[src/hw/rtl/bfla_pkg.sv]
// ----------------------------------------------------------------------------
// Block free-list allocator package
// Shared widths, codes and structures for the linked free-list allocator.
// ----------------------------------------------------------------------------
`timescale 1ns / 1ps

package bfla_pkg;

    localparam int unsigned NUM_BLOCKS = 1024;
    localparam int unsigned MAX_RUN    = 16;
    localparam int unsigned IDX_W      = $clog2(NUM_BLOCKS);
    localparam int unsigned LINK_W     = IDX_W + 1;

    localparam int unsigned OP_W       = 2;
    localparam int unsigned RUN_W      = 5;
    localparam int unsigned ADDR_W     = 48;
    localparam int unsigned SHIFT_W    = 5;
    localparam int unsigned CFG_IDX_W  = 2;
    localparam int unsigned CFG_DATA_W = 48;

    localparam logic [LINK_W-1:0]  POOL_RESET  = LINK_W'(1024);
    localparam logic [ADDR_W-1:0]  BASE_RESET  = '0;
    localparam logic [SHIFT_W-1:0] SHIFT_RESET = SHIFT_W'(12);

    typedef enum logic [OP_W-1:0] {
        OP_FORMAT = 2'd0,
        OP_ALLOC  = 2'd1,
        OP_FREE   = 2'd2
    } t_op;

    typedef enum logic [CFG_IDX_W-1:0] {
        CFG_POOL_BLOCKS = 2'd0,
        CFG_REGION_BASE = 2'd1,
        CFG_BLOCK_SHIFT = 2'd2
    } t_cfg_idx;

    typedef enum logic [1:0] {
        ST_IDLE,
        ST_FORMAT,
        ST_WALK,
        ST_DONE
    } t_state;

    typedef struct packed {
        logic [OP_W-1:0]  op;
        logic [RUN_W-1:0] alloc_count;
        logic [IDX_W-1:0] block_index;
    } t_req;

    typedef struct packed {
        logic              status;
        logic              hit;
        logic [LINK_W-1:0] first;
        logic [LINK_W-1:0] free_count;
    } t_res;

    typedef struct packed {
        logic              we;
        logic [IDX_W-1:0]  waddr;
        logic [LINK_W-1:0] wdata;
        logic              re;
        logic [IDX_W-1:0]  raddr;
    } t_ram_req;

endpackage

[src/hw/rtl/bfla_engine.sv]
// ----------------------------------------------------------------------------
// Free-list sequencer
// Formats the pool, walks the links for an allocate and pushes frees.
// ----------------------------------------------------------------------------
`timescale 1ns / 1ps

module bfla_engine (
    input  logic                          i_clk,
    input  logic                          i_rst_n,
    input  logic                          i_req_valid,
    output logic                          o_req_ready,
    input  bfla_pkg::t_req                i_req,
    input  logic [bfla_pkg::LINK_W-1:0]   i_pool_blocks,
    output bfla_pkg::t_ram_req            o_ram_req,
    input  logic [bfla_pkg::LINK_W-1:0]   i_ram_rdata,
    output logic                          o_res_valid,
    input  logic                          i_res_ready,
    output bfla_pkg::t_res                o_res
);

    localparam logic [bfla_pkg::LINK_W-1:0] NumBlocks = bfla_pkg::LINK_W'(bfla_pkg::NUM_BLOCKS);
    localparam logic [bfla_pkg::RUN_W-1:0]  MaxRun    = bfla_pkg::RUN_W'(bfla_pkg::MAX_RUN);

    bfla_pkg::t_state            r_state, n_state;
    logic [bfla_pkg::LINK_W-1:0] r_head, n_head;
    logic [bfla_pkg::LINK_W-1:0] r_total, n_total;
    logic [bfla_pkg::LINK_W-1:0] r_limit, n_limit;
    logic [bfla_pkg::LINK_W-1:0] r_idx, n_idx;
    logic [bfla_pkg::RUN_W-1:0]  r_rem, n_rem;
    logic                        r_oob, n_oob;
    logic [bfla_pkg::LINK_W-1:0] r_first, n_first;
    logic                        r_status, n_status;
    logic                        r_hit, n_hit;
    logic [bfla_pkg::LINK_W-1:0] w_cur;
    logic [bfla_pkg::LINK_W-1:0] w_run;

    // A link that points past the store reads as block zero.
    assign w_cur = r_oob ? '0 : i_ram_rdata;
    assign w_run = bfla_pkg::LINK_W'(i_req.alloc_count);

    always_ff @(posedge i_clk) begin
        if (!i_rst_n) begin
            r_state <= bfla_pkg::ST_IDLE;
            r_head  <= '0;
            r_total <= '0;
        end else begin
            r_state <= n_state;
            r_head  <= n_head;
            r_total <= n_total;
        end
    end

    always_ff @(posedge i_clk) begin
        r_limit  <= n_limit;
        r_idx    <= n_idx;
        r_rem    <= n_rem;
        r_oob    <= n_oob;
        r_first  <= n_first;
        r_status <= n_status;
        r_hit    <= n_hit;
    end

    always_comb begin
        n_state     = r_state;
        n_head      = r_head;
        n_total     = r_total;
        n_limit     = r_limit;
        n_idx       = r_idx;
        n_rem       = r_rem;
        n_oob       = r_oob;
        n_first     = r_first;
        n_status    = r_status;
        n_hit       = r_hit;
        o_req_ready = 1'b0;
        o_res_valid = 1'b0;
        o_ram_req   = '0;

        unique case (r_state)
            bfla_pkg::ST_IDLE: begin
                o_req_ready = 1'b1;
                if (i_req_valid) begin
                    n_status = 1'b0;
                    n_hit    = 1'b0;
                    n_first  = '0;
                    n_state  = bfla_pkg::ST_DONE;
                    case (bfla_pkg::t_op'(i_req.op))
                        bfla_pkg::OP_FORMAT: begin
                            n_limit = (i_pool_blocks > NumBlocks) ? NumBlocks : i_pool_blocks;
                            n_idx   = '0;
                            n_state = bfla_pkg::ST_FORMAT;
                        end
                        bfla_pkg::OP_ALLOC: begin
                            if (i_req.alloc_count == '0 || i_req.alloc_count > MaxRun ||
                                r_total < w_run) begin
                                n_status = 1'b1;
                            end else begin
                                n_hit           = 1'b1;
                                n_first         = r_head;
                                n_total         = r_total - w_run;
                                n_rem           = i_req.alloc_count;
                                o_ram_req.re    = 1'b1;
                                o_ram_req.raddr = r_head[bfla_pkg::IDX_W-1:0];
                                n_oob           = r_head[bfla_pkg::IDX_W];
                                n_state         = bfla_pkg::ST_WALK;
                            end
                        end
                        bfla_pkg::OP_FREE: begin
                            // The index field cannot exceed the store, so only a full
                            // list turns a free away.
                            if (r_total < NumBlocks) begin
                                o_ram_req.we    = 1'b1;
                                o_ram_req.waddr = i_req.block_index;
                                o_ram_req.wdata = r_head;
                                n_head          = bfla_pkg::LINK_W'(i_req.block_index);
                                n_total         = r_total + 1'b1;
                            end
                        end
                        default: begin
                        end
                    endcase
                end
            end
            bfla_pkg::ST_FORMAT: begin
                if (r_idx == r_limit) begin
                    n_head  = '0;
                    n_total = r_limit;
                    n_state = bfla_pkg::ST_DONE;
                end else begin
                    o_ram_req.we    = 1'b1;
                    o_ram_req.waddr = r_idx[bfla_pkg::IDX_W-1:0];
                    o_ram_req.wdata = r_idx + 1'b1;
                    n_idx           = r_idx + 1'b1;
                end
            end
            bfla_pkg::ST_WALK: begin
                // Each cycle consumes one link and issues the read for the next.
                n_rem = r_rem - 1'b1;
                if (r_rem == bfla_pkg::RUN_W'(1)) begin
                    n_head  = w_cur;
                    n_state = bfla_pkg::ST_DONE;
                end else begin
                    o_ram_req.re    = 1'b1;
                    o_ram_req.raddr = w_cur[bfla_pkg::IDX_W-1:0];
                    n_oob           = w_cur[bfla_pkg::IDX_W];
                end
            end
            bfla_pkg::ST_DONE: begin
                o_res_valid = 1'b1;
                if (i_res_ready) begin
                    n_state = bfla_pkg::ST_IDLE;
                end
            end
            default: begin
                n_state = bfla_pkg::ST_IDLE;
            end
        endcase
    end

    assign o_res.status     = r_status;
    assign o_res.hit        = r_hit;
    assign o_res.first      = r_first;
    assign o_res.free_count = r_total;

endmodule

[config.mk]
export PLATFORM = sky130hd
export DESIGN_NAME = bfla_engine
export DESIGN_NICKNAME = d
export VERILOG_FILES = /design/src/hw/rtl/bfla_pkg.sv /design/src/hw/rtl/bfla_engine.sv
export SDC_FILE = /design/constraint.sdc
export NUM_CORES = 1
export LEC_CHECK = 0
export BUFFER_PORTS_ARGS = -buffer_cell sky130_fd_sc_hd__buf_2
export CORE_ASPECT_RATIO = 0.8
export CORE_MARGIN = 2
export CORE_UTILIZATION = 40
export CTS_BUF_LIST = sky130_fd_sc_hd__clkbuf_16
export DETAILED_ROUTE_END_ITERATION = 10
export HOLD_SLACK_MARGIN = 0.08
export PLACE_DENSITY_LB_ADDON = 0.25
export SYNTH_ARGS = -nofsm -noshare
export SYNTH_HDL_FRONTEND = slang
export SYNTH_SLANG_ARGS = --single-unit
[constraint.sdc]
create_clock -name i_clk -period 4.31 [get_ports i_clk]
set_input_delay 0.2155 -clock i_clk [delete_from_list [all_inputs] [get_ports i_clk]]
set_output_delay 0.2155 -clock i_clk [all_outputs]
set_load 0.02 [all_outputs]
==> results_dict.tcl <==
set metrics [dict create \
    status "finished, final reports clean" \
    pre_cts_ws_ps 1260 \
    vias_per_cell 5.45 \
    post-dp-hpwl_um 8620 \
    ctsHoldBuffers 0 \
    hp-start "i_pool_blocks[8]" \
    path_delay_family "simple AND/OR/NAND/NOR gates" \
    p_comb_share_pct 44.9 \
    wire_per_inst_um 16.7 \
    setup_tns_ps 0 \
    overflow 0 \
    synthMuxAreaShare_pct 0 \
    drv_cap 0 \
    crit_path_max_fanout 21 \
    rsz0062_at_grt "false" \
    cts_buffers 9 \
    ys_seq_elements 65 \
    final-setup-viol-count 0 \
    final_util_pct 49.2 \
    crit_arrival_ps 3270 \
    p_int_w 0.00185 \
    antenna_found_initial 0 \
    fin_crit_sh_pct 70.7 \
    antenna_left 0 \
    drt_iter0_drc 212 \
    ir_drop_mv 0.397 \
    start_util_pct 41.0 \
    syn_area_per_cell_um2 9.50 \
    num_rows 33 \
    groute.usage.overall_pct 20.3 \
    crit_buf_inv 1 \
    fin_nets 587 \
    drcViolationCount 0 \
    final_layout_size_suffix_gt1_share_pct 24.7 \
    n_fill_cell 1013 \
    synth_top_family_by_area "compound AO/OA/AOI/OAI gates" \
    min_period_ps 3050 \
    worstSkewPairLatency_ps 330 \
    yosysUniqueCellTypes 58 \
    clock_sinks 65 \
    firstDrtPassIters 5 \
    yosysSeqAreaShare_pct 40.8 \
    synth_compound_area_share_pct 21.7 \
    cts_resized 0 \
    synthAdderAreaFrac_pct 4.65 \
    area_delta_synth_final_pct 19.9 \
    cts_setup_buffers 0 \
    max_freq_ghz 0.328 \
    ys.flop_type "edfxtp_1" \
    dp_cells 658 \
    cp.required_ps 4530 \
    io_pins 102 \
    p_sw_w 0.00132 \
    slowest_delay_ps 900 \
    grt_max_degree 33 \
    crit_path_start_kind "flip-flop" \
    htreeDepth 3 \
    core_area_um2 10200 \
    path_cells "inv_1 -> ha_1 -> or4b_2 -> nand2_1 -> o21ai_0 -> nor2_1 -> nand3_1 -> o211a_1" \
    clock_skew_ps 9.08 \
    num_antenna_cells 0 \
    crit_path_top_delay_cell "nor2_1" \
    worstMarginPinSlew_ps 1210 \
    stdcell_count 674 \
    place.gp.congestion 0.882 \
    reg2reg_slack_ps 1260 \
    timing.rr.start "r_rem[1]$_DFFE_PP_" \
    min_path_cells 2 \
    clockBufferDepth 2 \
    grt_pass1_wl_um 17900 \
    hold_path_end "r_limit[8]$_SDFFCE_PN0P_" \
    synth-xor-area-share_pct 5.63 \
    route.vias.total 3676 \
    power_density_nw_per_um2 629 \
    crit_type "reg -> reg" \
    cts_tree "done" \
    reg2reg_depth 8 \
    async_flop_share_pct 0 \
    synthSimpleGateAreaFrac_pct 21.6 \
    power.share.clock_pct 21.6 \
    cts_root_buf "clkbuf_16" \
    hp-class "in -> reg" \
    finalMaxSlewViolations 0 \
    synth_warnings 0 \
    seqPwrFrac_pct 33.5 \
    fin_total_pwr_w 0.00317 \
    p_sw_share_pct 41.5 \
    drt-total-wl_um 11300 \
    hold_viol 0 \
    worstSetupEndpointType "flip-flop" \
    p_leak_nw 2.20 \
    die_w_um 119 \
    synth_area_um2 4200 \
    r2r_end "r_head[5]$_SDFFE_PN0P_" \
    clk_pin_slew_worst_paths_ps 50 \
    timing.final.ws_setup_ps 1260 \
    syn_nets 500 \
    die_h_um 95.6 \
    synthCells 442 \
    relSlewSlack_pct 18.9 \
    portBuffers 101 \
    synth_edf_count 41 \
    dieArea_um2 11300 \
    grt_pass1_vias 3424 \
]
==> per-stage QoR <==
stage          hold slack [ps]  instance area [um^2]
5_1_grt                    181                  5040
3_5_place_dp               495                  4760
3_3_place_gp               488                  4760
4_1_cts                    167                  5040
6_report                   176                  5040
2_1_floorplan              382                  4200
==> how the worst max path moves through the flow <==
| stage | depth (start not counted) | endpoint | startpoint | slack, ps |
|---|---|---|---|---|
| after floorplan | 6 | r_idx[0]$_SDFFCE_PN0P_ | r_state[0]$_SDFFE_PN0P_ | 1390 |
| after global placement | 8 | r_head[2]$_SDFFE_PN0P_ | r_rem[1]$_DFFE_PP_ | 1430 |
| after detailed placement | 8 | r_head[5]$_SDFFE_PN0P_ | r_rem[1]$_DFFE_PP_ | 1260 |
| after CTS | 8 | r_head[5]$_SDFFE_PN0P_ | r_rem[1]$_DFFE_PP_ | 1250 |
| after global routing | 8 | r_head[2]$_SDFFE_PN0P_ | r_rem[1]$_DFFE_PP_ | 950 |
| final | 8 | r_head[5]$_SDFFE_PN0P_ | r_rem[1]$_DFFE_PP_ | 1260 |
==> synth_stat cells, drive strengths merged, types with 2 or more instances <==
cell,count,area share (%)
nor3,4,0.48
nand3,33,3.9
o211a,11,2.6
o211ai,10,2.5
nor2,35,3.1
ha,14,4.2
clkbuf,16,1.4
a211o,3,0.63
a32o,13,3.1
xor2,4,0.83
nand4,5,0.89
a211oi,2,0.36
and3,7,1.1
o31a,4,0.86
nand2b,14,2.1
a21o,3,0.54
nand2,33,2.9
buf,14,2.5
a311oi,2,0.42
a21oi,11,1.3
edfxtp,41,29
nor4,3,0.80
a22o,15,3.1
dfxtp,24,11
or4,2,0.45
nor2b,15,2.2
o22ai,2,0.30
xnor2,23,4.8
and2,16,2.4
a31oi,3,0.45
a21boi,8,1.4
o2111ai,2,0.42
inv,19,1.7
o21ai,19,2.4
==> flip-flops by register name, indices dropped and copies added (netlist names) <==
register	count
r_hit	1
r_rem	5
r_oob	1
r_state	2
r_idx	11
r_first	11
r_head	11
r_limit	11
r_status	1
r_total	11
==> cell type report <==
type,count,area [um^2],share of cell area [%]
Clock buffer,9,225,4.47
Clock inverter,7,53.8,1.07
Inverter,19,71.3,1.42
Multi-Input combinational cell,328,2260,44.8
Sequential cell,65,1710,34.0
Tap cell,140,175,3.48
Timing Repair Buffer,106,543,10.8
==> worst register-to-register path, delay by kind of cell, from the launching register on <==
family                     cells  cell delay [ps]
and+or+nand+nor                4             2020
AOI/OAI and AO/OA              2              310
buffers and inverters          1              100
adders and majority gates      1              140
DFF                            1              380
==> cells by family after synthesis <==
logic type,Yosys count
DFF,65
AOI/OAI and AO/OA,113
buffers and inverters,49
and+or+nand+nor,173
adders and majority gates,15
xor gates and xnor gates,27
==> cell usage in the layout, fill, tap and decap left out, types with 9 or more instances in the layout <==
cell,Yosys,layout
buf_2,6,101
edfxtp_1,41,41
nor2_1,35,35
nand2_1,33,33
nand3_1,33,33
dfxtp_1,24,24
xnor2_1,23,23
inv_1,19,21
and2_1,16,16
nor2b_1,15,15
a22o_1,15,15
o21ai_0,15,15
nand2b_1,14,14
ha_1,14,14
a32o_1,13,13
a21oi_1,11,11
o211a_1,11,11
clkbuf_16,0,9
==> power groups by stage <==
stage / combinational, W / clock [W] / sequential, W
after floorplan: 0.00104 / 0 / 0.00107
after global placement: 0.00139 / 0 / 0.00106
after detailed placement: 0.00140 / 0 / 0.00107
after CTS: 0.00141 / 0.000696 / 0.00105
after global routing: 0.00157 / 0.000723 / 0.00109
final: 0.00142 / 0.000685 / 0.00106
==> metal layers <==
metal	GRT usage (%)	up-vias	share of wire, %
met5	0	-	0
met2	31.3	131	44
met1	28.5	1727	49
li1	-	1799	-
met3	4.13	19	5.8
met4	6.94	0	1.9
No activity file was read; power rests on OpenSTA's default activity.
